==> src/hw/rtl/assert_macros.svh <==
// Assertion macros shared by the RTL files.
`ifndef ASSERT_MACROS_SVH
`define ASSERT_MACROS_SVH
`ifndef SYNTHESIS
`define ASSERT_PROP(lbl, clk, rst_n, prop) \
	lbl: assert property (@(posedge clk) disable iff (!rst_n) prop) \
		else $error("assertion failed");
`define ASSERT_NEVER(lbl, clk, rst_n, expr) \
	lbl: assert property (@(posedge clk) disable iff (!rst_n) !(expr)) \
		else $error("forbidden condition seen");
`else
`define ASSERT_PROP(lbl, clk, rst_n, prop)
`define ASSERT_NEVER(lbl, clk, rst_n, expr)
`endif
`endif

==> src/hw/rtl/cfc_pkg.sv <==
// Types and constants for the chunk box frustum cull block.
package cfc_pkg;
	localparam int IN_W      = 12;
	localparam int FIX_W     = 32;
	localparam int PAIR_W    = 64;
	localparam int NUM_PAIRS = 8;
	localparam int CFG_IDX_W = 3;
	localparam int NUM_CORNERS = 8;

	typedef struct packed {
		logic signed [IN_W-1:0]  chunk_x;
		logic signed [IN_W-1:0]  chunk_y;
		logic signed [IN_W-1:0]  chunk_z;
		logic signed [FIX_W-1:0] eye_x;
		logic signed [FIX_W-1:0] eye_y;
		logic signed [FIX_W-1:0] eye_z;
	} in_item_t;

	typedef struct packed {
		logic       visible;
		logic [1:0] cull_cause;
	} out_item_t;

	typedef enum logic [1:0] {
		CAUSE_NONE    = 2'd0,
		CAUSE_RANGE   = 2'd1,
		CAUSE_FRUSTUM = 2'd2
	} cull_cause_t;

	typedef struct packed {
		logic left_out;
		logic right_out;
		logic bottom_out;
		logic top_out;
		logic near_out;
		logic far_out;
	} plane_flags_t;
endpackage

==> src/hw/rtl/cfc_plane_check.sv <==
// Clip-plane classification of one transformed corner.
module cfc_plane_check #(
	parameter int CLIP_W = 57
) (
	input  logic signed [CLIP_W-1:0] clip_x,
	input  logic signed [CLIP_W-1:0] clip_y,
	input  logic signed [CLIP_W-1:0] clip_z,
	input  logic signed [CLIP_W-1:0] clip_w,
	output cfc_pkg::plane_flags_t    outside
);
	import cfc_pkg::*;

	logic signed [CLIP_W:0] ex, ey, ez, ew, neg_w;
	logic                   w_pos;

	always_comb begin
		ex    = (CLIP_W+1)'(clip_x);
		ey    = (CLIP_W+1)'(clip_y);
		ez    = (CLIP_W+1)'(clip_z);
		ew    = (CLIP_W+1)'(clip_w);
		neg_w = -ew;
		w_pos = (ew > 0);
		outside.left_out   = w_pos && (ex < neg_w);
		outside.right_out  = w_pos && (ex > ew);
		outside.bottom_out = w_pos && (ey < neg_w);
		outside.top_out    = w_pos && (ey > ew);
		outside.near_out   = !w_pos || (ez < neg_w);
		outside.far_out    = w_pos && (ez > ew);
	end
endmodule

==> config.mk <==
export PLATFORM = sky130hd
export DESIGN_NAME = cfc_plane_check
export DESIGN_NICKNAME = d
export VERILOG_FILES = /design/src/hw/rtl/assert_macros.svh /design/src/hw/rtl/cfc_pkg.sv /design/src/hw/rtl/cfc_plane_check.sv
export SDC_FILE = /design/constraint.sdc
export NUM_CORES = 1
export LEC_CHECK = 0
export ABC_AREA = 1
export BUFFER_PORTS_ARGS = -buffer_cell sky130_fd_sc_hd__buf_2
export CORE_MARGIN = 8
export CORE_UTILIZATION = 35
export DETAILED_ROUTE_END_ITERATION = 8
export SYNTH_ARGS = -nofsm -noshare
export SYNTH_HDL_FRONTEND = slang
export SYNTH_SLANG_ARGS = --single-unit
==> constraint.sdc <==
create_clock -name vclk -period 4.3
set_input_delay 0 -clock vclk [all_inputs]
set_output_delay 0 -clock vclk [all_outputs]
set_load 0.03 [all_outputs]
==> results of run 1 <==
-- power by group through the flow --
stage	registers (µW)	logic, µW	clock network [µW]
after global routing	0	1240	0
final	0	1100	0
after floorplan	0	643	0
after global placement	0	1070	0
after detailed placement	0	1080	0
after CTS	0	1090	0
-- layout make-up --
cell class | instances | area share
Multi-Input combinational cell | 1270 | 0.7920
Inverter | 171 | 0.05679
Tap cell | 341 | 0.03760
Timing Repair Buffer | 249 | 0.1136
-- what timing repair did --
| action | CTS | global route |
|---|---|---|
| endpoints found under the setup margin | 0 | 3 |
| hold buffers | 0 | 0 |
| resized for setup | 0 | 16 |
| buffers inserted | 0 | 1 |
-- metrics by stage --
step | power [µW] | setup TNS [ns] | hold slack, ns | util
after floorplan | 642.5 | 0 | 0.2376 | -
after global placement | 1068 | 0 | 0.5956 | 0.4196
after detailed placement | 1078 | 0 | 0.5888 | 0.4196
after CTS | 1086 | 0 | 0.5915 | 0.4196
after global routing | 1244 | -0.03161 | 0.6456 | 0.4222
final | 1098 | 0 | 0.6129 | 0.4222
-- cell families (layout without fill, tap and decap cells) --
group / count (synthesis) / in the layout / synth area share
XOR/XNOR: 47 / 47 / 0.04300
buffers and inverters: 171 / 420 / 0.06705
AND/OR/NAND/NOR: 641 / 641 / 0.3099
AO/OA/AOI/OAI: 257 / 257 / 0.1553
adder cells (fa/ha/maj): 325 / 325 / 0.4248
-- metal layers --
layer / GRT usage / vias to the layer above
met1: 0.2946 / 4900
met4: 0.06986 / 0
met2: 0.4032 / 391
met3: 0.04232 / 58
met5: 0 / -
li1: - / 5591
-- path summary, 6_finish.rpt --
kind	endpoint	slack (ns)	depth (start not counted)
setup / recovery	outside[5]	0.25	23
hold / removal	outside[3]	0.61	5
-- cell usage in the layout, fill, tap and decap left out, types with 3 or more instances in the layout --
cell       Yosys  layout
nand2_1      277     277
nor3_2         1       4
buf_4          0      15
a31oi_1        7       7
o21a_1         8       8
or4_1          4       4
o2111ai_1      5       5
or3_1          4       4
buf_2          0     232
o21ai_0       40      39
ha_1         325     325
inv_1        168     168
nor4_1        14      12
nand2_2        5       5
o221ai_1       7       7
nand3_2        4       4
o21ai_1        2       3
nor2_2         9      14
nand3_1       78      78
xor2_1        47      46
nor2_4         5       5
nor4_2         2       3
a21oi_1      143     143
nor2_1       144     139
nor3_1        30      27
nand2_4        4       4
nand3b_1      13      13
o21bai_1      13      13
a2111oi_0      4       4
o211ai_1       5       5
a211oi_1      12      12
nand4_1       39      39
==> impl_metrics.py, run 1 <==
metrics = {
    "setup_path": {
        "cp-end-kind": "output pin",
        "critPathLaunchType": "input port",
        "critPathMaxStageDelay_ns": 0.43,
        "crit_chain": "buf_2 > inv_1 > ha_1 > nand3_2 > inv_4 > nand3_2 > or3_1 > nor4_2 > nand3_1 > nor3_2 > xor2_1 > inv_1 > ha_1 > nand2_1 > nand3b_1 > nor2_1 > nand3_1 > nor2_1 > nor2_1 > nand3_1 > nand2_1 > nor2_2 > clkbuf_4",
        "critical-path-top-delay-family": "simple AND/OR/NAND/NOR gates",
        "crit_arrival_ns": 4.05,
        "cpMaxStageDelayCell": "nor4_2",
        "required_ns": 4.30,
        "critPathLaunch": "clip_w[1]",
        "criticalPathCategory": "input port to output pin",
        "cp.buffers_inverters": 5,
        "crit_fanout": 5,
    },
    "final_layout": {
        "nClkBuffers": 0,
        "area_growth_pct": 18.53,
        "finalNonFillerCells": 2031,
        "regArea_um2": 0,
        "antennaDiodeCount": 0,
        "flops_and_latches": 0,
        "fin_area_um2": 11350,
        "multiInputGateArea_um2": 8987,
        "fillCellCount": 2936,
        "nets": 2245,
        "drive_above_1_share": 0.1751,
    },
    "logic_synthesis": {
        "ys_seq_area_frac": 0,
        "yosysTopAreaCellShare": 0.4248,
        "ys_types": 44,
        "synth.avg_cell_area_um2": 6.643,
        "syn_nets": 1994,
        "syn_inst": 1441,
        "yosysMostFrequentCell": "ha_1",
        "yosys_warnings": 0,
        "synth_common_cells": "325 x ha_1, 277 x nand2_1, 168 x inv_1, 144 x nor2_1, 143 x a21oi_1",
        "synthesis.area_um2": 9573,
        "ys_top_cells_by_area": "ha_1 42%, nand2_1 11%, a21oi_1 7.5%, inv_1 6.6%, nor2_1 5.6%",
        "synth_area_leader_cell": "ha_1",
    },
    "worst_hold_path": {
        "min_from": "clip_w[56]",
        "worstHoldPathType": "input port to output pin",
    },
    "power": {
        "p_sw_frac": 0.6235,
        "power.internal_uw": 413.4,
        "p_switching_uw": 684.8,
        "leakage_uw": 0.006141,
        "power_frac_seq": 0,
        "powerDensity_nw_per_um2": 96.79,
        "clockPowerShare": 0,
        "vdd.ir_drop.worst_mv": 0.05082,
        "combPwrFrac": 1.000,
    },
    "floorplanning": {
        "dieArea_um2": 32900,
        "die_w_um": 181.4,
        "fp-row-count": 60,
        "fp.dieH_um": 181.4,
        "num_io_pins": 234,
        "core_um2": 26880,
        "start_util": 0.3562,
    },
    "routing": {
        "drc_errors": 0,
        "avgViaCountPerCell": 5.387,
        "vias": 10940,
        "drt_wl_total_um": 40360,
        "top_layer": "met4",
        "dr_wl_met2_um": 18450,
        "ant_nets": 0,
        "met1Wirelength_um": 17510,
        "post_drt_wl_per_cell_um": 19.87,
        "drt_iter0_markers": 755,
        "firstDrtPassIters": 5,
        "met3WireLength_um": 3044,
    },
    "timing": {
        "relSlewSlack": 0.1619,
        "finalCritPeriodShare": 0.9429,
        "setup_viol": 0,
        "hold_violations": 0,
        "tightest_slew_ns": 1.246,
        "min_period_ns": 4.054,
        "setup_slack_ns": 0.2456,
        "fmax_mhz": 246.6,
        "drv_slew": 0,
    },
    "placement": {
        "dpl_cell_area_um2": 11280,
        "dp_cells": 2030,
        "port_buffers": 234,
        "place_congestion": 0.9668,
        "place_ws_ns": 0.07245,
        "hpwl_um": 37400,
    },
    "global_route": {
        "antenna_found_initial": 0,
        "grt_start_max_net_pins": 8,
        "grt_pass1_vias": 11140,
        "grt_pass1_wl_um": 61350,
        "gr-usage-all-layers": 0.2349,
        "grt-ovfl-total": 0,
    },
    "run_status": {
        "status": "complete, no violations",
    },
    "flow_run": {
        "maxCapViolCount": 0,
    },
}
Power figures use the tool's default switching activity.
==> run 2: changes to the inputs <==
--- a/config.mk
+++ b/config.mk
@@ -5,7 +5,6 @@
 export SDC_FILE = /design/constraint.sdc
 export NUM_CORES = 1
 export LEC_CHECK = 0
-export ABC_AREA = 1
 export BUFFER_PORTS_ARGS = -buffer_cell sky130_fd_sc_hd__buf_2
 export CORE_MARGIN = 8
 export CORE_UTILIZATION = 35
==> run 2 against run 1 <==
  * The run now ends with negative setup slack left
  * Largest power group unchanged
  * Synthesized cell count shrank 24%
  * Via count shrank 8.4%
  * Global-route usage is 1.4 points lower
  * Routed wire length shrank 13%
  * Final cell count decreased by 11%
  * Non-clock buffer count is 119 higher
  * Core utilization grew 5.7 points
  * First-iteration DRC count decreased by 38%
  * Total power up 6.5%
  * Cell area increased by 5.6%
==> impl_metrics.py, run 2 <==
metrics = {
    "global_route": {
        "grt_start_max_net_pins": 11,
        "antenna_found_initial": 3,
        "grt_pass1_wl_um": 55050,
        "grt-ovfl-total": 0,
        "grt_pass1_vias": 10570,
        "gr-usage-all-layers": 0.2206,
    },
    "timing": {
        "drv_slew": 0,
        "tightest_slew_ns": 0.9066,
        "relSlewSlack": 0.3800,
        "finalCritPeriodShare": 1.019,
        "hold_violations": 0,
        "min_period_ns": 4.383,
        "setup_viol": 2,
        "setup_slack_ns": -0.08330,
        "fmax_mhz": 228.1,
        "grt_setup_unrepaired": "yes",
    },
    "setup_path": {
        "crit_fanout": 2,
        "required_ns": 4.30,
        "criticalPathCategory": "input port to output pin",
        "critPathLaunchType": "input port",
        "cp-end-kind": "output pin",
        "crit_arrival_ns": 4.38,
        "critPathMaxStageDelay_ns": 0.60,
        "crit_chain": "buf_2 > or4_4 > or4_4 > buf_6 > and4bb_2 > and2_4 > buf_4 > xnor2_2 > ha_2 > and4_1 > a221o_1 > a221oi_2 > o21ai_2 > a311o_1 > a211oi_2 > a211o_1 > mux2i_4 > buf_6",
        "cpMaxStageDelayCell": "or4_4",
    },
    "logic_synthesis": {
        "synth_area_leader_cell": "ha_1",
        "ys_seq_area_frac": 0,
        "syn_inst": 1102,
        "synth.avg_cell_area_um2": 8.056,
        "syn_nets": 1655,
        "ys_types": 70,
        "yosys_warnings": 0,
        "synth_common_cells": "325 x ha_1, 93 x a21o_1, 80 x a21oi_1, 68 x nand2_1, 63 x inv_1",
        "yosysTopAreaCellShare": 0.4581,
        "yosysMostFrequentCell": "ha_1",
        "ys_top_cells_by_area": "ha_1 46%, a21o_1 7.9%, xnor2_1 5.3%, a21oi_1 4.5%, nand4_1 3.7%",
        "synthesis.area_um2": 8877,
    },
    "final_layout": {
        "area_growth_pct": 35.01,
        "final_common_cell": "ha_1",
        "nets": 2023,
        "nClkBuffers": 0,
        "final_cell_mix": "319 x ha_1, 231 x buf_2, 133 x buf_4",
        "flops_and_latches": 0,
        "finalNonFillerCells": 1798,
        "fin_util": 0.4787,
        "drive_above_1_share": 0.3202,
        "antennaDiodeCount": 0,
        "fillCellCount": 2542,
        "regArea_um2": 0,
    },
    "worst_hold_path": {
        "worstHoldEndpoint": "outside[3]",
        "worstHoldPathType": "input port to output pin",
        "whs_path_depth": 5,
        "min_from": "clip_y[44]",
    },
    "run_status": {
        "status": "finished with violations",
        "violations": "negative setup slack",
    },
    "floorplanning": {
        "fp.dieH_um": 175.3,
        "start_util": 0.3546,
        "die_w_um": 175.3,
        "num_io_pins": 234,
        "fp-row-count": 58,
        "dieArea_um2": 30720,
        "core_um2": 25040,
    },
    "clock_network": {
        "hold_buffers": 0,
    },
    "power": {
        "vdd.ir_drop.worst_mv": 0.06247,
        "powerDensity_nw_per_um2": 97.62,
        "leakage_uw": 0.006369,
    },
    "placement": {
        "dp_cells": 1790,
        "hpwl_um": 32150,
        "place_congestion": 1.000,
        "port_buffers": 234,
    },
    "routing": {
        "post_drt_wl_per_cell_um": 19.59,
        "firstDrtPassIters": 4,
        "vias": 10020,
        "avgViaCountPerCell": 5.572,
        "drc_errors": 0,
        "drt_wl_total_um": 35220,
        "ant_nets": 0,
        "drt_iter0_markers": 471,
    },
    "flow_run": {
        "maxCapViolCount": 0,
    },
}
==> run 2: cells by family after synthesis <==
group	synth area share
simple gates	0.2159
fa+ha+maj	0.4592
compound gates	0.2285
buf+inv	0.02875
xor+xnor	0.05962
mux	0.008034
==> run 2: area by class of cell <==
class,instances,area [µm²],share of cell area
inverter,63,236.5,0.01973
multi-input combinational,1037,9136,0.7623
tap,330,412.9,0.03445
timing repair buffer,368,2200,0.1835
==> run 2: critical path: cells and delay by family <==
family | cells | cell delay [ns]
adder cells (fa/ha/maj) | 1 | 0.29
AND/OR/NAND/NOR | 5 | 1.81
multiplexers | 1 | 0.28
AO/OA/AOI/OAI | 6 | 1.33
XOR/XNOR | 1 | 0.12
buffers and inverters | 4 | 0.54
==> run 2: per-layer routing <==
layer,up-vias,global-route usage,share of wire
li1,5025,-,-
met1,4618,0.2720,0.43
met5,-,0,0.00088
met3,69,0.03157,0.060
met4,6,0.05934,0.032
met2,301,0.3931,0.47
==> run 2: per-stage QoR <==
stage	hold slack (ns)	instance area (µm²)	setup WS [ns]	setup TNS, ns	total power (µW)
finish	0.6060	11990	-0.08330	-0.1109	1170
global route	0.6410	11990	-0.3047	-0.6444	1309
CTS	0.6318	11690	-0.04800	-0.04800	1132
detailed placement	0.6318	11420	-0.4676	-1.158	1094
global placement	0.6241	11420	-0.3423	-0.8395	1076
floorplan	0.2815	8907	0.005369	0	630.1
==> run 2: where the power goes <==
group          total (µW)  switching, µW  internal, µW  leakage, µW
Combinational        1170            631           539      0.00637
Sequential              0              0             0            0
Clock                   0              0             0            0
Total                1170            631           539      0.00637
==> run 2: how the worst max path moves through the flow <==
stage                     startpoint          to  slack (ns)
after floorplan           clip_w[26]  outside[1]       0.005
after global placement    clip_w[18]  outside[1]       -0.34
after detailed placement  clip_w[18]  outside[1]       -0.47
after CTS                 clip_w[17]  outside[1]       -0.05
after global routing      clip_w[17]  outside[1]       -0.30
final                     clip_w[11]  outside[1]       -0.08
==> run 2: repair_timing <==
action                                  in CTS  in global routing
gates resized for setup                     57                 46
endpoints found under the setup margin       3                  3
setup buffers                                4                  4
pin swaps                                   30                 29
gates cloned                                 0                  0
